`config.mk`:
```
export PLATFORM = sky130hd
export DESIGN_NAME = ansi_escape_sequence_parser
export DESIGN_NICKNAME = d
export VERILOG_FILES = /design/src/hdl/asp_pkg.sv /design/src/hdl/asp_ctrl.sv /design/src/hdl/asp_datapath.sv /design/src/hdl/ansi_escape_sequence_parser.sv
export SDC_FILE = /design/constraint.sdc
export NUM_CORES = 1
export LEC_CHECK = 0
export BUFFER_PORTS_ARGS = -buffer_cell sky130_fd_sc_hd__buf_2
export CAP_MARGIN = 20
export CORE_ASPECT_RATIO = 0.5
export CORE_UTILIZATION = 50
export CTS_CLUSTER_DIAMETER = 120
export DETAILED_ROUTE_END_ITERATION = 16
export HOLD_SLACK_MARGIN = 0.08
export PLACE_DENSITY = 0.76
export SLEW_MARGIN = 20
export SYNTH_ARGS = -nofsm -noshare
export SYNTH_HDL_FRONTEND = slang
export SYNTH_HIERARCHICAL = 1
export SYNTH_SLANG_ARGS = --single-unit
```
`constraint.sdc`:
```
create_clock -name clk -period 6 [get_ports clk]
set_input_delay 1.2 -clock clk [delete_from_list [all_inputs] [get_ports clk]]
set_output_delay 1.2 -clock clk [all_outputs]
set_load 0.01 [all_outputs]
```
`src/hdl/asp_pkg.sv`:
```
// ----------------------------------------------------------------------------
// asp_pkg: shared constants, types and helpers for the escape sequence parser
// Holds byte codes, command codes, configuration indexes, the palette and
// the control and status bundles between the controller and the datapath.
// ----------------------------------------------------------------------------
`default_nettype none

package asp_pkg;

	// Default number of CSI parameter slots.
	localparam int PARAM_SLOTS_DEF = 16;

	// Payload widths.
	localparam int BYTE_W   = 8;
	localparam int CMD_W    = 4;
	localparam int GLYPH_W  = 7;
	localparam int COLOUR_W = 32;
	localparam int ATTR_W   = 3;
	localparam int PARAM_W  = 16;
	localparam int CFG_IDX_W = 4;

	// Configuration register indexes.
	localparam logic [CFG_IDX_W-1:0] CFG_DEFAULT_FG = 4'd0;
	localparam logic [CFG_IDX_W-1:0] CFG_DEFAULT_BG = 4'd1;

	// Reset values of the default colour registers.
	localparam logic [COLOUR_W-1:0] DEFAULT_FG_RST = 32'hFFCC_CCCC;
	localparam logic [COLOUR_W-1:0] DEFAULT_BG_RST = 32'hFF00_0000;

	// Byte codes.
	localparam logic [BYTE_W-1:0] CH_ESC    = 8'h1B;
	localparam logic [BYTE_W-1:0] CH_CR     = 8'h0D;
	localparam logic [BYTE_W-1:0] CH_LF     = 8'h0A;
	localparam logic [BYTE_W-1:0] CH_BS     = 8'h08;
	localparam logic [BYTE_W-1:0] CH_LBR    = 8'h5B;
	localparam logic [BYTE_W-1:0] CH_SEMI   = 8'h3B;
	localparam logic [BYTE_W-1:0] CH_ZERO   = 8'h30;
	localparam logic [BYTE_W-1:0] CH_NINE   = 8'h39;
	localparam logic [BYTE_W-1:0] CH_PRT_LO = 8'h20;
	localparam logic [BYTE_W-1:0] CH_PRT_HI = 8'h7E;
	localparam logic [BYTE_W-1:0] CH_FIN_LO = 8'h40;
	localparam logic [BYTE_W-1:0] CH_FIN_HI = 8'h7E;
	localparam logic [BYTE_W-1:0] CH_CUP    = 8'h48; // H
	localparam logic [BYTE_W-1:0] CH_HVP    = 8'h66; // f
	localparam logic [BYTE_W-1:0] CH_CUU    = 8'h41; // A
	localparam logic [BYTE_W-1:0] CH_CUD    = 8'h42; // B
	localparam logic [BYTE_W-1:0] CH_CUF    = 8'h43; // C
	localparam logic [BYTE_W-1:0] CH_CUB    = 8'h44; // D
	localparam logic [BYTE_W-1:0] CH_ED     = 8'h4A; // J
	localparam logic [BYTE_W-1:0] CH_EL     = 8'h4B; // K
	localparam logic [BYTE_W-1:0] CH_SGR    = 8'h6D; // m

	// Display command codes.
	localparam logic [CMD_W-1:0] CMD_PUT_CHAR   = 4'd0;
	localparam logic [CMD_W-1:0] CMD_CR         = 4'd1;
	localparam logic [CMD_W-1:0] CMD_NEW_LINE   = 4'd2;
	localparam logic [CMD_W-1:0] CMD_BACKSPACE  = 4'd3;
	localparam logic [CMD_W-1:0] CMD_SET_CURSOR = 4'd4;
	localparam logic [CMD_W-1:0] CMD_UP         = 4'd5;
	localparam logic [CMD_W-1:0] CMD_DOWN       = 4'd6;
	localparam logic [CMD_W-1:0] CMD_FORWARD    = 4'd7;
	localparam logic [CMD_W-1:0] CMD_BACK       = 4'd8;
	localparam logic [CMD_W-1:0] CMD_CLR_SCREEN = 4'd9;
	localparam logic [CMD_W-1:0] CMD_CLR_EOL    = 4'd10;
	localparam logic [CMD_W-1:0] CMD_CLR_BOL    = 4'd11;
	localparam logic [CMD_W-1:0] CMD_CLR_LINE   = 4'd12;

	// SGR parameter values.
	localparam logic [PARAM_W-1:0] SGR_RESET     = 16'd0;
	localparam logic [PARAM_W-1:0] SGR_BOLD      = 16'd1;
	localparam logic [PARAM_W-1:0] SGR_UNDERLINE = 16'd4;
	localparam logic [PARAM_W-1:0] SGR_REVERSE   = 16'd7;
	localparam logic [PARAM_W-1:0] SGR_FG_LO     = 16'd30;
	localparam logic [PARAM_W-1:0] SGR_FG_HI     = 16'd37;
	localparam logic [PARAM_W-1:0] SGR_FG_DEF    = 16'd39;
	localparam logic [PARAM_W-1:0] SGR_BG_LO     = 16'd40;
	localparam logic [PARAM_W-1:0] SGR_BG_HI     = 16'd47;
	localparam logic [PARAM_W-1:0] SGR_BG_DEF    = 16'd49;

	// Erase modes.
	localparam logic [PARAM_W-1:0] ERASE_FROM = 16'd0;
	localparam logic [PARAM_W-1:0] ERASE_TO   = 16'd1;
	localparam logic [PARAM_W-1:0] ERASE_ALL  = 16'd2;

	// Attribute bits.
	localparam logic [ATTR_W-1:0] ATTR_BOLD      = 3'b001;
	localparam logic [ATTR_W-1:0] ATTR_UNDERLINE = 3'b010;
	localparam logic [ATTR_W-1:0] ATTR_REVERSE   = 3'b100;

	// Eight-colour palette.
	function automatic logic [COLOUR_W-1:0] palette(input logic [2:0] idx);
		logic [COLOUR_W-1:0] c;
		case (idx)
			3'd0: c = 32'hFF00_0000;
			3'd1: c = 32'hFFFF_5555;
			3'd2: c = 32'hFF55_FF55;
			3'd3: c = 32'hFFFF_FF55;
			3'd4: c = 32'hFF55_55FF;
			3'd5: c = 32'hFFFF_55FF;
			3'd6: c = 32'hFF55_FFFF;
			default: c = 32'hFFCC_CCCC;
		endcase
		return c;
	endfunction

	// Status from the datapath to the controller.
	typedef struct packed {
		logic is_esc;
		logic is_lbr;
		logic is_digit;
		logic is_semi;
		logic is_final;
		logic is_sgr;
		logic sgr_empty;
		logic walk_last;
		logic out_free;
	} asp_status_t;

	// Commands from the controller to the datapath.
	typedef struct packed {
		logic put_normal;
		logic csi_start;
		logic digit;
		logic semi;
		logic final_commit;
		logic exec;
		logic sgr_read;
		logic sgr_apply;
	} asp_ctrl_t;

endpackage

`default_nettype wire

```
`src/hdl/asp_ctrl.sv`:
```
// ----------------------------------------------------------------------------
// asp_ctrl: parser controller
// Tracks the parse mode, holds off input while a final byte is executed and
// sequences the walk over the stored SGR parameters.
// ----------------------------------------------------------------------------
`default_nettype none

module asp_ctrl (
	input  wire logic                clk,
	input  wire logic                arst_n,
	input  wire logic                byte_valid,
	output logic                     byte_stall,
	input  wire asp_pkg::asp_status_t status,
	output asp_pkg::asp_ctrl_t       ctrl
);

	localparam logic [2:0] ST_NORMAL = 3'd0;
	localparam logic [2:0] ST_ESCAPE = 3'd1;
	localparam logic [2:0] ST_CSI    = 3'd2;
	localparam logic [2:0] ST_EXEC   = 3'd3;
	localparam logic [2:0] ST_SGR_RD = 3'd4;
	localparam logic [2:0] ST_SGR_AP = 3'd5;

	logic [2:0] state_q;
	logic [2:0] state_d;
	logic       parse_st;
	logic       accept;

	// Input is taken only in a parse mode and when the output slot can take a result.
	assign parse_st   = (state_q == ST_NORMAL) || (state_q == ST_ESCAPE) || (state_q == ST_CSI);
	assign byte_stall = !parse_st || !status.out_free;
	assign accept     = byte_valid && !byte_stall;

	// Next state and command decode.
	always_comb begin
		state_d = state_q;
		ctrl    = '0;
		unique case (state_q)
			ST_NORMAL: begin
				if (accept) begin
					ctrl.put_normal = 1'b1;
					if (status.is_esc) begin
						state_d = ST_ESCAPE;
					end
				end
			end
			ST_ESCAPE: begin
				if (accept) begin
					if (status.is_lbr) begin
						ctrl.csi_start = 1'b1;
						state_d        = ST_CSI;
					end else begin
						state_d = ST_NORMAL;
					end
				end
			end
			ST_CSI: begin
				if (accept) begin
					if (status.is_digit) begin
						ctrl.digit = 1'b1;
					end else if (status.is_semi) begin
						ctrl.semi = 1'b1;
					end else if (status.is_final) begin
						ctrl.final_commit = 1'b1;
						state_d           = ST_EXEC;
					end
				end
			end
			ST_EXEC: begin
				if (status.out_free) begin
					ctrl.exec = 1'b1;
					if (status.is_sgr && !status.sgr_empty) begin
						state_d = ST_SGR_RD;
					end else begin
						state_d = ST_NORMAL;
					end
				end
			end
			ST_SGR_RD: begin
				ctrl.sgr_read = 1'b1;
				state_d       = ST_SGR_AP;
			end
			ST_SGR_AP: begin
				ctrl.sgr_apply = 1'b1;
				if (status.walk_last) begin
					state_d = ST_NORMAL;
				end else begin
					state_d = ST_SGR_RD;
				end
			end
			default: begin
				state_d = ST_NORMAL;
			end
		endcase
	end

	// State register.
	always_ff @(posedge clk or negedge arst_n) begin
		if (!arst_n) begin
			state_q <= ST_NORMAL;
		end else begin
			state_q <= state_d;
		end
	end

endmodule

`default_nettype wire

```
`src/hdl/asp_datapath.sv`:
```
// ----------------------------------------------------------------------------
// asp_datapath: parser datapath
// Classifies bytes, accumulates decimal parameters into the parameter store,
// keeps the colour and attribute state and holds the result register.
// ----------------------------------------------------------------------------
`default_nettype none

module asp_datapath #(
	parameter int PARAM_SLOTS = asp_pkg::PARAM_SLOTS_DEF
) (
	input  wire logic                              clk,
	input  wire logic                              arst_n,
	input  wire asp_pkg::asp_ctrl_t                ctrl,
	output asp_pkg::asp_status_t                   status,
	input  wire logic [asp_pkg::BYTE_W-1:0]        byte_in,
	input  wire logic                              cfg_we,
	input  wire logic [asp_pkg::CFG_IDX_W-1:0]     cfg_index,
	input  wire logic [asp_pkg::COLOUR_W-1:0]      cfg_data,
	output logic                                   cmd_valid,
	input  wire logic                              cmd_stall,
	output logic [asp_pkg::CMD_W-1:0]              command,
	output logic [asp_pkg::GLYPH_W-1:0]            glyph,
	output logic [asp_pkg::COLOUR_W-1:0]           fore_colour,
	output logic [asp_pkg::COLOUR_W-1:0]           back_colour,
	output logic [asp_pkg::ATTR_W-1:0]             attributes,
	output logic [asp_pkg::PARAM_W-1:0]            target_row,
	output logic [asp_pkg::PARAM_W-1:0]            target_col,
	output logic [asp_pkg::PARAM_W-1:0]            move_count
);

	localparam int CW = $clog2(PARAM_SLOTS + 1);
	localparam int IW = $clog2(PARAM_SLOTS);
	localparam int PW = asp_pkg::PARAM_W;

	// Parameter store and its read register.
	logic [PW-1:0] store_mem [PARAM_SLOTS];
	logic [PW-1:0] rd_q;

	// Parser state.
	logic [CW-1:0] count_q;
	logic          digit_q;
	logic [IW-1:0] idx_q;
	logic [PW-1:0] acc_q;
	logic [PW-1:0] p0_q;
	logic [PW-1:0] p1_q;
	logic [asp_pkg::BYTE_W-1:0] fin_q;

	// Colour and attribute state.
	logic [asp_pkg::COLOUR_W-1:0] dflt_fg_q;
	logic [asp_pkg::COLOUR_W-1:0] dflt_bg_q;
	logic [asp_pkg::COLOUR_W-1:0] fore_q;
	logic [asp_pkg::COLOUR_W-1:0] back_q;
	logic [asp_pkg::ATTR_W-1:0]   attr_q;

	// Result register.
	logic                         out_valid_q;
	logic [asp_pkg::CMD_W-1:0]    out_cmd_q;
	logic [asp_pkg::GLYPH_W-1:0]  out_glyph_q;
	logic [asp_pkg::COLOUR_W-1:0] out_fore_q;
	logic [asp_pkg::COLOUR_W-1:0] out_back_q;
	logic [asp_pkg::ATTR_W-1:0]   out_attr_q;
	logic [PW-1:0]                out_row_q;
	logic [PW-1:0]                out_col_q;
	logic [PW-1:0]                out_cnt_q;

	logic          out_free;
	logic          semi_ok;
	logic          commit;
	logic [19:0]   acc_sum;
	logic [PW-1:0] acc_next;

	// Normal-mode result.
	logic                         nrm_valid;
	logic [asp_pkg::CMD_W-1:0]    nrm_cmd;
	logic [asp_pkg::GLYPH_W-1:0]  nrm_glyph;
	logic [asp_pkg::COLOUR_W-1:0] nrm_fore;
	logic [asp_pkg::COLOUR_W-1:0] nrm_back;
	logic [asp_pkg::ATTR_W-1:0]   nrm_attr;

	// Final-byte result.
	logic          has_p0;
	logic          has_p1;
	logic [PW-1:0] arg1;
	logic [PW-1:0] arg2;
	logic [PW-1:0] erase_mode;
	logic [PW-1:0] move_n;
	logic          dec_valid;
	logic [asp_pkg::CMD_W-1:0] dec_cmd;
	logic [PW-1:0] dec_row;
	logic [PW-1:0] dec_col;
	logic [PW-1:0] dec_cnt;
	logic [PW-1:0] fg_off;
	logic [PW-1:0] bg_off;

	// Byte classes and walk status for the controller.
	always_comb begin
		status           = '0;
		status.is_esc    = (byte_in == asp_pkg::CH_ESC);
		status.is_lbr    = (byte_in == asp_pkg::CH_LBR);
		status.is_digit  = (byte_in >= asp_pkg::CH_ZERO) && (byte_in <= asp_pkg::CH_NINE);
		status.is_semi   = (byte_in == asp_pkg::CH_SEMI);
		status.is_final  = (byte_in >= asp_pkg::CH_FIN_LO) && (byte_in <= asp_pkg::CH_FIN_HI);
		status.is_sgr    = (fin_q == asp_pkg::CH_SGR);
		status.sgr_empty = (count_q == '0);
		status.walk_last = ((CW'(idx_q) + CW'(1)) == count_q);
		status.out_free  = out_free;
	end

	assign out_free = !out_valid_q || !cmd_stall;

	// A separator advances only while a free slot is left.
	assign semi_ok = ctrl.semi && (count_q < CW'(PARAM_SLOTS - 1));
	assign commit  = semi_ok || ctrl.final_commit;

	// Decimal accumulate: acc * 10 + digit, saturating at the field maximum.
	assign acc_sum  = {1'b0, acc_q, 3'b000} + {3'b000, acc_q, 1'b0} + {16'd0, byte_in[3:0]};
	assign acc_next = (|acc_sum[19:16]) ? {PW{1'b1}} : acc_sum[PW-1:0];

	// Result for a byte in normal mode.
	always_comb begin
		nrm_valid = 1'b1;
		nrm_cmd   = asp_pkg::CMD_PUT_CHAR;
		nrm_glyph = '0;
		nrm_fore  = '0;
		nrm_back  = '0;
		nrm_attr  = '0;
		unique case (byte_in) inside
			asp_pkg::CH_CR: begin
				nrm_cmd = asp_pkg::CMD_CR;
			end
			asp_pkg::CH_LF: begin
				nrm_cmd  = asp_pkg::CMD_NEW_LINE;
				nrm_back = back_q;
			end
			asp_pkg::CH_BS: begin
				nrm_cmd = asp_pkg::CMD_BACKSPACE;
			end
			[asp_pkg::CH_PRT_LO:asp_pkg::CH_PRT_HI]: begin
				nrm_cmd   = asp_pkg::CMD_PUT_CHAR;
				nrm_glyph = byte_in[asp_pkg::GLYPH_W-1:0];
				nrm_fore  = fore_q;
				nrm_back  = back_q;
				nrm_attr  = attr_q;
			end
			default: begin
				nrm_valid = 1'b0;
			end
		endcase
	end

	// Parameter defaults for the final byte.
	assign has_p0     = (count_q != '0);
	assign has_p1     = (count_q >= CW'(2));
	assign arg1       = has_p0 ? p0_q : PW'(1);
	assign arg2       = has_p1 ? p1_q : PW'(1);
	assign erase_mode = has_p0 ? p0_q : '0;
	assign move_n     = (arg1 == '0) ? PW'(1) : arg1;

	// Command decode of the final byte.
	always_comb begin
		dec_valid = 1'b1;
		dec_cmd   = asp_pkg::CMD_SET_CURSOR;
		dec_row   = '0;
		dec_col   = '0;
		dec_cnt   = '0;
		unique case (fin_q) inside
			asp_pkg::CH_CUP, asp_pkg::CH_HVP: begin
				dec_cmd = asp_pkg::CMD_SET_CURSOR;
				dec_row = (arg1 != '0) ? arg1 - PW'(1) : '0;
				dec_col = (arg2 != '0) ? arg2 - PW'(1) : '0;
			end
			asp_pkg::CH_CUU: begin
				dec_cmd = asp_pkg::CMD_UP;
				dec_cnt = move_n;
			end
			asp_pkg::CH_CUD: begin
				dec_cmd = asp_pkg::CMD_DOWN;
				dec_cnt = move_n;
			end
			asp_pkg::CH_CUF: begin
				dec_cmd = asp_pkg::CMD_FORWARD;
				dec_cnt = move_n;
			end
			asp_pkg::CH_CUB: begin
				dec_cmd = asp_pkg::CMD_BACK;
				dec_cnt = move_n;
			end
			asp_pkg::CH_ED: begin
				dec_cmd   = asp_pkg::CMD_CLR_SCREEN;
				dec_valid = (erase_mode == asp_pkg::ERASE_ALL);
			end
			asp_pkg::CH_EL: begin
				case (erase_mode)
					asp_pkg::ERASE_FROM: dec_cmd = asp_pkg::CMD_CLR_EOL;
					asp_pkg::ERASE_TO:   dec_cmd = asp_pkg::CMD_CLR_BOL;
					asp_pkg::ERASE_ALL:  dec_cmd = asp_pkg::CMD_CLR_LINE;
					default:             dec_valid = 1'b0;
				endcase
			end
			default: begin
				dec_valid = 1'b0;
			end
		endcase
	end

	// Palette offsets for SGR colour codes.
	assign fg_off = rd_q - asp_pkg::SGR_FG_LO;
	assign bg_off = rd_q - asp_pkg::SGR_BG_LO;

	// Parameter store: one write port at the slot count, one registered read port.
	always_ff @(posedge clk) begin
		if (commit) begin
			store_mem[count_q[IW-1:0]] <= acc_q;
		end
		if (ctrl.sgr_read) begin
			rd_q <= store_mem[idx_q];
		end
	end

	// Parameter payload registers.
	always_ff @(posedge clk) begin
		if (ctrl.csi_start || semi_ok) begin
			acc_q <= '0;
		end else if (ctrl.digit) begin
			acc_q <= acc_next;
		end
		if (commit && (count_q == CW'(0))) begin
			p0_q <= acc_q;
		end
		if (commit && (count_q == CW'(1))) begin
			p1_q <= acc_q;
		end
		if (ctrl.final_commit) begin
			fin_q <= byte_in;
		end
	end

	// Parser control state.
	always_ff @(posedge clk or negedge arst_n) begin
		if (!arst_n) begin
			count_q <= '0;
			digit_q <= 1'b0;
			idx_q   <= '0;
		end else begin
			if (ctrl.csi_start) begin
				count_q <= '0;
				digit_q <= 1'b0;
			end else if (ctrl.digit) begin
				digit_q <= 1'b1;
			end else if (semi_ok) begin
				count_q <= count_q + CW'(1);
				digit_q <= 1'b0;
			end else if (ctrl.final_commit) begin
				count_q <= count_q + CW'(digit_q);
			end
			if (ctrl.exec) begin
				idx_q <= '0;
			end else if (ctrl.sgr_apply) begin
				idx_q <= idx_q + IW'(1);
			end
		end
	end

	// Default colour registers and current rendition.
	always_ff @(posedge clk or negedge arst_n) begin
		if (!arst_n) begin
			dflt_fg_q <= asp_pkg::DEFAULT_FG_RST;
			dflt_bg_q <= asp_pkg::DEFAULT_BG_RST;
			fore_q    <= asp_pkg::DEFAULT_FG_RST;
			back_q    <= asp_pkg::DEFAULT_BG_RST;
			attr_q    <= '0;
		end else begin
			if (cfg_we && (cfg_index == asp_pkg::CFG_DEFAULT_FG)) begin
				dflt_fg_q <= cfg_data;
			end
			if (cfg_we && (cfg_index == asp_pkg::CFG_DEFAULT_BG)) begin
				dflt_bg_q <= cfg_data;
			end
			if (ctrl.exec && status.is_sgr && status.sgr_empty) begin
				fore_q <= dflt_fg_q;
				back_q <= dflt_bg_q;
				attr_q <= '0;
			end else if (ctrl.sgr_apply) begin
				case (rd_q) inside
					asp_pkg::SGR_RESET: begin
						fore_q <= dflt_fg_q;
						back_q <= dflt_bg_q;
						attr_q <= '0;
					end
					asp_pkg::SGR_BOLD:      attr_q <= attr_q | asp_pkg::ATTR_BOLD;
					asp_pkg::SGR_UNDERLINE: attr_q <= attr_q | asp_pkg::ATTR_UNDERLINE;
					asp_pkg::SGR_REVERSE:   attr_q <= attr_q | asp_pkg::ATTR_REVERSE;
					[asp_pkg::SGR_FG_LO:asp_pkg::SGR_FG_HI]: fore_q <= asp_pkg::palette(fg_off[2:0]);
					asp_pkg::SGR_FG_DEF:    fore_q <= dflt_fg_q;
					[asp_pkg::SGR_BG_LO:asp_pkg::SGR_BG_HI]: back_q <= asp_pkg::palette(bg_off[2:0]);
					asp_pkg::SGR_BG_DEF:    back_q <= dflt_bg_q;
					default: begin
					end
				endcase
			end
		end
	end

	// Result valid flag: set on a load, cleared when the item is taken.
	always_ff @(posedge clk or negedge arst_n) begin
		if (!arst_n) begin
			out_valid_q <= 1'b0;
		end else if ((ctrl.put_normal && nrm_valid) || (ctrl.exec && dec_valid)) begin
			out_valid_q <= 1'b1;
		end else if (!cmd_stall) begin
			out_valid_q <= 1'b0;
		end
	end

	// Result payload.
	always_ff @(posedge clk) begin
		if (ctrl.put_normal && nrm_valid) begin
			out_cmd_q   <= nrm_cmd;
			out_glyph_q <= nrm_glyph;
			out_fore_q  <= nrm_fore;
			out_back_q  <= nrm_back;
			out_attr_q  <= nrm_attr;
			out_row_q   <= '0;
			out_col_q   <= '0;
			out_cnt_q   <= '0;
		end else if (ctrl.exec && dec_valid) begin
			out_cmd_q   <= dec_cmd;
			out_glyph_q <= '0;
			out_fore_q  <= '0;
			out_back_q  <= '0;
			out_attr_q  <= '0;
			out_row_q   <= dec_row;
			out_col_q   <= dec_col;
			out_cnt_q   <= dec_cnt;
		end
	end

	assign cmd_valid   = out_valid_q;
	assign command     = out_cmd_q;
	assign glyph       = out_glyph_q;
	assign fore_colour = out_fore_q;
	assign back_colour = out_back_q;
	assign attributes  = out_attr_q;
	assign target_row  = out_row_q;
	assign target_col  = out_col_q;
	assign move_count  = out_cnt_q;

endmodule

`default_nettype wire

```
`src/hdl/ansi_escape_sequence_parser.sv`:
```
// A normal-mode byte gives its item in the result register in the cycle after it is taken.
// A CSI final byte is first committed, then decoded into the result register once that register is free.
// SGR walks the stored parameters through the store's single read port, a read and then an apply step for each.
// Throughput: one byte per cycle outside final-byte execution and SGR walks; input stalls while a result waits.
// Reset clears the parse mode, counters and result flag; colours return to their defaults.
// ----------------------------------------------------------------------------
// ansi_escape_sequence_parser: terminal byte stream to display commands
// Decodes printable bytes, CR, LF, BS and CSI sequences (cursor moves,
// erase, SGR colour and attributes) into one display command per item.
// ----------------------------------------------------------------------------
`default_nettype none

module ansi_escape_sequence_parser #(
	parameter int PARAM_SLOTS = asp_pkg::PARAM_SLOTS_DEF
) (
	input  wire logic                          clk,
	input  wire logic                          arst_n,
	input  wire logic                          byte_valid,
	output logic                               byte_stall,
	input  wire logic [asp_pkg::BYTE_W-1:0]    byte_in,
	input  wire logic                          cfg_valid,
	output logic                               cfg_ready,
	input  wire logic [asp_pkg::CFG_IDX_W-1:0] cfg_index,
	input  wire logic [asp_pkg::COLOUR_W-1:0]  cfg_data,
	output logic                               cmd_valid,
	input  wire logic                          cmd_stall,
	output logic [asp_pkg::CMD_W-1:0]          command,
	output logic [asp_pkg::GLYPH_W-1:0]        glyph,
	output logic [asp_pkg::COLOUR_W-1:0]       fore_colour,
	output logic [asp_pkg::COLOUR_W-1:0]       back_colour,
	output logic [asp_pkg::ATTR_W-1:0]         attributes,
	output logic [asp_pkg::PARAM_W-1:0]        target_row,
	output logic [asp_pkg::PARAM_W-1:0]        target_col,
	output logic [asp_pkg::PARAM_W-1:0]        move_count
);

	asp_pkg::asp_status_t status;
	asp_pkg::asp_ctrl_t   ctrl;

	// Configuration writes are always taken.
	assign cfg_ready = 1'b1;

	asp_ctrl u_ctrl (
		.clk        (clk),
		.arst_n     (arst_n),
		.byte_valid (byte_valid),
		.byte_stall (byte_stall),
		.status     (status),
		.ctrl       (ctrl)
	);

	asp_datapath #(
		.PARAM_SLOTS (PARAM_SLOTS)
	) u_datapath (
		.clk         (clk),
		.arst_n      (arst_n),
		.ctrl        (ctrl),
		.status      (status),
		.byte_in     (byte_in),
		.cfg_we      (cfg_valid && cfg_ready),
		.cfg_index   (cfg_index),
		.cfg_data    (cfg_data),
		.cmd_valid   (cmd_valid),
		.cmd_stall   (cmd_stall),
		.command     (command),
		.glyph       (glyph),
		.fore_colour (fore_colour),
		.back_colour (back_colour),
		.attributes  (attributes),
		.target_row  (target_row),
		.target_col  (target_col),
		.move_count  (move_count)
	);

	// The controller issues at most one datapath operation per cycle.
	a_ctrl_onehot: assert property (@(posedge clk) disable iff (!arst_n)
		$onehot0(ctrl))
		else $error("more than one datapath operation in a cycle");

	// A result is only loaded when the result register can take it.
	a_load_free: assert property (@(posedge clk) disable iff (!arst_n)
		(ctrl.put_normal || ctrl.exec) |-> status.out_free)
		else $error("result register loaded while occupied");

	// Each SGR apply step follows the read of its parameter.
	a_sgr_order: assert property (@(posedge clk) disable iff (!arst_n)
		ctrl.sgr_apply |-> $past(ctrl.sgr_read))
		else $error("SGR parameter applied without a preceding read");

	// No byte is taken while a final byte is being executed.
	a_hold_exec: assert property (@(posedge clk) disable iff (!arst_n)
		(ctrl.exec || ctrl.sgr_read || ctrl.sgr_apply) |-> byte_stall)
		else $error("input taken during command execution");

endmodule

`default_nettype wire

```
==> results of run 1 <==
==> power by group <==
group	switching, µW	internal, µW
clock	1480	1720
sequential	300	4860
combinational	690	648
==> per-stage QoR <==
| stage | total power [µW] | cell area, µm² | hold WS, ns |
|---|---|---|---|
| floorplan | 6170 | 24900 | 0.442 |
| global placement | 6540 | 26500 | 0.441 |
| detailed placement | 6580 | 26500 | 0.443 |
| CTS | 9760 | 28100 | 0.463 |
| global route | 10100 | 28100 | 0.474 |
| finish | 9700 | 28100 | 0.456 |
==> worst reg2reg max path: stages (launching register included) <==
cell	delay [ns]
dfrtp_1	0.64
nor4_2	0.65
nand2b_1	0.47
a21oi_1	0.28
nor2_1	0.09
a32o_2	0.32
nor2_2	0.14
clkinv_2	0.59
buf_4	0.59
==> synth_stat cells, types with 12 or more instances <==
cell / number / area [µm²]
edfxtp_1: 390 / 11700
nor2_1: 112 / 420
nand2_1: 90 / 338
dfrtp_1: 89 / 2230
a21oi_1: 81 / 405
mux4_2: 80 / 1800
o21ai_0: 79 / 395
dfxtp_1: 64 / 1280
mux2_2: 64 / 721
dfstp_2: 56 / 1470
clkbuf_1: 52 / 195
ha_1: 38 / 475
and2_1: 37 / 231
nor2b_1: 36 / 225
nor3_1: 36 / 180
a31oi_1: 25 / 156
o2bb2ai_1: 23 / 201
xnor2_1: 23 / 201
a22o_1: 21 / 184
inv_1: 21 / 78.8
buf_2: 20 / 100
xor2_1: 19 / 166
nand3_1: 14 / 70.1
nand4_1: 12 / 75.1
==> worst min-delay path by stage <==
| stage | start | to | slack, ns | depth (start not counted) |
|---|---|---|---|---|
| after floorplan | u_datapath/back_q[0] | u_datapath/back_q[0] | 0.44 | 2 |
| after global placement | u_datapath/target_col[5] | u_datapath/target_col[5] | 0.44 | 1 |
| after detailed placement | u_datapath/target_row[11] | u_datapath/target_row[11] | 0.44 | 1 |
| after CTS | u_datapath/target_col[11] | u_datapath/target_col[11] | 0.46 | 1 |
| after global routing | u_datapath/target_row[11] | u_datapath/target_row[11] | 0.47 | 1 |
| final | u_datapath/target_col[11] | u_datapath/target_col[11] | 0.46 | 1 |
==> layer usage <==
layer / share of wire (%) / global-route usage [%]
met1: 42 / 31.0
met2: 49 / 36.6
met3: 6.5 / 3.43
met4: 2.2 / 5.59
met5: 0 / 0
==> area by class of cell <==
class | count | area (µm²) | share of cell area [%]
sequential | 599 | 16700 | 59.4
multi-input combinational | 960 | 7770 | 27.7
clock buffer | 66 | 1360 | 4.85
timing repair buffer | 207 | 1120 | 3.99
tap | 649 | 812 | 2.89
clock inverter | 29 | 248 | 0.882
inverter | 22 | 83.8 | 0.298
antenna | 2 | 5.00 | 0.0178
==> sequential cells by signal, summed over array words and instances, names as in the netlist, 5 cells and up <==
name / cells
u_datapath/fin_q: 8
u_datapath/target_row: 16
u_datapath/move_count: 16
u_datapath/dflt_bg_q: 32
u_datapath/p1_q: 16
u_datapath/p0_q: 16
u_datapath/back_colour: 32
u_datapath/target_col: 16
u_datapath/back_q: 32
u_datapath/acc_q: 16
u_datapath/rd_q: 16
u_datapath/fore_q: 32
u_datapath/fore_colour: 32
u_datapath/store_mem: 256
u_datapath/count_q: 5
u_datapath/dflt_fg_q: 32
u_datapath/glyph: 7
==> kinds of logic (layout without fill, tap and decap cells) <==
| group | count (synthesis) | after routing | synth area share (%) |
|---|---|---|---|
| flip-flops | 599 | 599 | 67.1 |
| adder cells (fa/ha/maj) | 40 | 40 | 2.07 |
| AND/OR/NAND/NOR | 419 | 419 | 8.88 |
| AO/OA/AOI/OAI | 311 | 311 | 8.18 |
| multiplexers | 147 | 147 | 10.3 |
| XOR/XNOR | 42 | 42 | 1.48 |
| buffers and inverters | 112 | 324 | 1.97 |
| other | 1 | 3 | 0.0151 |
==> impl_metrics.tcl, run 1 <==
set metrics [dict create \
    crit_arrival_ns 4.36 \
    cp_max_fo 43 \
    area_delta_synth_final_pct 13.0 \
    finalHoldViolations 0 \
    post_cts_resized 0 \
    fin_util_pct 57.6 \
    grt_max_degree 106 \
    status "finished clean" \
    drc 0 \
    worstMarginPinSlew_ns 1.06 \
    place.gp.congestion 0.876 \
    worstPathCellList "nor4_2 > nand2b_1 > a21oi_1 > nor2_1 > a32o_2 > nor2_2 > clkinv_2 > buf_4" \
    ctsHtreeMaxLevel 2 \
    cp-startpoint "u_datapath/count_q[1]" \
    grt_overflow 0 \
    fin_nets 1930 \
    grt_pass1_wl_um 86300 \
    vias 15028 \
    core_area_um2 48800 \
    async_reset_ff_share_pct 24.2 \
    finalWorstSetupSlack_ns 1.93 \
    maxSlewViolCount 0 \
    finalClockSkew_ns 0.0185 \
    grt_pass1_vias 14623 \
    critPathRequiredTime_ns 6.28 \
    final_common_cell "edfxtp_1" \
    dieArea_um2 50700 \
    viasPerCell 5.93 \
    initialDrtViolationCount 1419 \
    r2r_cells 8 \
    yosys_register_bits 599 \
    cts_buffers 51 \
    drv_cap 0 \
    antenna_found_initial 3 \
    rr_endpoint "u_datapath/fore_colour[24]" \
    p_leak_uw 0.00968 \
    clock-root-buffer "clkbuf_16" \
    num_rows 57 \
    rsz0062_at_grt "false" \
    cpPeakStageDelay_ns 0.65 \
    cts_setup_buffers 0 \
    setup_viol 0 \
    track_usage_pct 22.2 \
    io-pin-count 178 \
    clock_sinks 599 \
    slowest_stage "nor4_2" \
    start_kind "flop" \
    hold_path_class "reg2reg" \
    path_clk_slew_ns 0.07 \
    max_slew_margin_pct 29.2 \
    cts_hold_buf 0 \
    dp_slack_ns 1.27 \
    drive_above_1_share_pct 28.0 \
    cpLargestDelayFamily "simple AND/OR/NAND/NOR gates" \
    fp.dieW_um 317 \
    initial_utilization_pct 51.0 \
    wl_per_cell_um 22.2 \
    worst-setup-path-type "reg2reg" \
    final_cell_mix "edfxtp_1 (390), buf_2 (175), nor2_1 (109), nand2_1 (90), dfrtp_1 (87)" \
    syn_inst 1671 \
    cp_num_buf_inv 2 \
    drtAntennaViolNets 0 \
    synth_ff_type "edfxtp_1" \
    post-route-period-util_pct 67.9 \
    instances_no_fill 2534 \
    fmax_mhz 245 \
    synth-edff-count 390 \
    cts_tree "yes" \
    dr.pass1.iters 5 \
    synth_area_um2 24900 \
    clockBufferDepth 3 \
    powerDensity_nw_per_um2 345 \
    r2r_setup_slack_ns 1.93 \
    fin_crit_ns 4.07 \
    ir_drop_mv 0.260 \
    cp.depth 8 \
    worstReg2RegStart "u_datapath/count_q[1]" \
    syn-num-nets 1760 \
    crit_path_end "u_datapath/fore_colour[24]" \
    die_h_um 160 \
    fin_tns_setup_ns 0 \
    dp_hpwl_um 35700 \
    avgSynthCellArea_um2 14.9 \
    ys_types 84 \
    n_fill_cell 3724 \
    place.port_buffers 176 \
    yosysSeqAreaShare_pct 67.1 \
    synth_warnings 6 \
    dp_cells 2437 \
    routed_wl_um 56200 \
    cp-end-kind "flop" \
    clk_latency_ns 0.59 \
]
Note: power is estimated with default switching activity, not from simulation.
==> inputs of run 2 (changes only) <==
Clock period 6 ns to 3.8 ns, I/O delays scaled along.
==> impl_metrics.tcl, run 2 (synthesized netlist as in run 1, its figures left out) <==
set metrics [dict create \
    status "finished clean" \
    post_cts_resized 0 \
    crit_arrival_ns 3.78 \
    fin_util_pct 58.5 \
    dieArea_um2 50700 \
    largest_reg_flops 256 \
    place.gp.congestion 0.866 \
    max_slew_margin_pct 26.9 \
    holdWs_ns 0.255 \
    dp_hpwl_um 38500 \
    fin_nets 1979 \
    antenna_found_initial 3 \
    start_kind "input pin" \
    clock-root-buffer "clkbuf_16" \
    cp_max_fo 16 \
    core_area_um2 48800 \
    viasPerCell 5.91 \
    clk_latency_ns 0.59 \
    place.port_buffers 176 \
    clockBufferDepth 3 \
    io-pin-count 178 \
    critPathRequiredTime_ns 4.25 \
    drtAntennaViolNets 0 \
    p_total_uw 15500 \
    die_h_um 160 \
    powerDensity_nw_per_um2 542 \
    final_area_um2 28500 \
    worst-setup-path-type "in2reg" \
    grt_pass1_wl_um 89400 \
    ir_drop_mv 0.292 \
    drc 0 \
    routed_wl_um 58100 \
    cp-end-kind "flop" \
    finalHoldViolations 0 \
    wl_per_cell_um 22.5 \
    vias 15236 \
    worstMarginPinSlew_ns 1.09 \
    drv_cap 0 \
    num_rows 57 \
    rsz0062_at_grt "false" \
    ctsHtreeMaxLevel 2 \
    final_common_cell "edfxtp_1" \
    final_cell_mix "edfxtp_1 (390), buf_2 (175), nor2_1 (109), nand2_1 (90), dfrtp_1 (87)" \
    p_leak_uw 0.00996 \
    fin_crit_ns 3.33 \
    grt_pass1_vias 15249 \
    drive_above_1_share_pct 29.6 \
    post-route-period-util_pct 87.7 \
    track_usage_pct 23.0 \
    maxSlewViolCount 0 \
    initialDrtViolationCount 1428 \
    grt_overflow 0 \
    placedInstanceArea_um2 26900 \
    finalClockSkew_ns 0.0174 \
    setup_viol 0 \
    initial_utilization_pct 51.0 \
    cts_setup_buffers 0 \
    fmax_mhz 300 \
    clock_sinks 599 \
    dr.pass1.iters 6 \
    path_clk_slew_ns 0.06 \
    cts_buffers 52 \
    area_delta_synth_final_pct 14.8 \
    hold_path_class "in2async" \
    fp.dieW_um 317 \
    grt_max_degree 88 \
    cts_tree "yes" \
    cts_hold_buf 0 \
]
[run 2: changes by cell type in the layout (fill, tap and decap cells not counted), moves of 3 or more]
cell,before,now
clkbuf_16,52,55
clkinv_1,5,8
clkinv_4,3,0
clkbuf_8,1,5
clkinv_2,13,8
buf_12,0,5
buf_4,31,74
[run 2: metal layers]
layer	track usage, %	vias up	wire length, µm
li1	-	6801	-
met1	32.5	7656	23800
met2	37.5	678	28300
met3	3.17	101	4410
met4	6.72	0	1620
met5	0	-	0
[run 2: path summary, 6_finish.rpt]
kind	start	cells after the start	slack, ns	end
min reg2reg	u_datapath/target_row[9]	1	0.46	u_datapath/target_row[9]
min in group clk	byte_in[7]	1	0.41	u_datapath/fin_q[7]
min	arst_n	1	0.26	u_datapath/fore_q[13]
max reg2reg	u_datapath/acc_q[0]	9	0.52	u_datapath/acc_q[1]
max	byte_in[3]	10	0.47	u_datapath/acc_q[1]
max in group asynchronous	arst_n	2	2.72	u_datapath/dflt_fg_q[14]
[run 2: where the power goes]
group          switching [µW]  total [µW]  internal [µW]
combinational            1080        2140           1060
clock                    2330        5140           2810
sequential                499        8180           7680
total                    3910       15500          11600
[run 2: layout make-up]
type / instances / area, µm²
diodes: 3 / 7.51
fillers: 3641 / 20200
well taps: 649 / 812
repair buffers: 255 / 1540
inverters: 22 / 86.3
flip-flops and latches: 599 / 16700
clock inverters: 21 / 153
multi-input cells: 960 / 7750
clock buffers: 71 / 1490
[run 2: worst max-delay path: stages]
cell      delay (ns)
buf_2           0.17
fa_1            0.56
ha_1            0.35
a21oi_1         0.19
o211ai_1        0.15
o21ai_0         0.43
nand2_1         0.17
a2111o_1        0.43
a21oi_4         0.41
a31oi_1         0.16
[run 2: stage by stage]
step                      setup WS (ns)  TNS, ns  instances
final                             0.468        0       2580
after detailed placement        -0.0211  -0.0819       2485
after floorplan                 -0.0770    -2.97       1671
after global placement            0.123        0       2485
after global routing              0.326        0       2580
after CTS                         0.574        0       2577
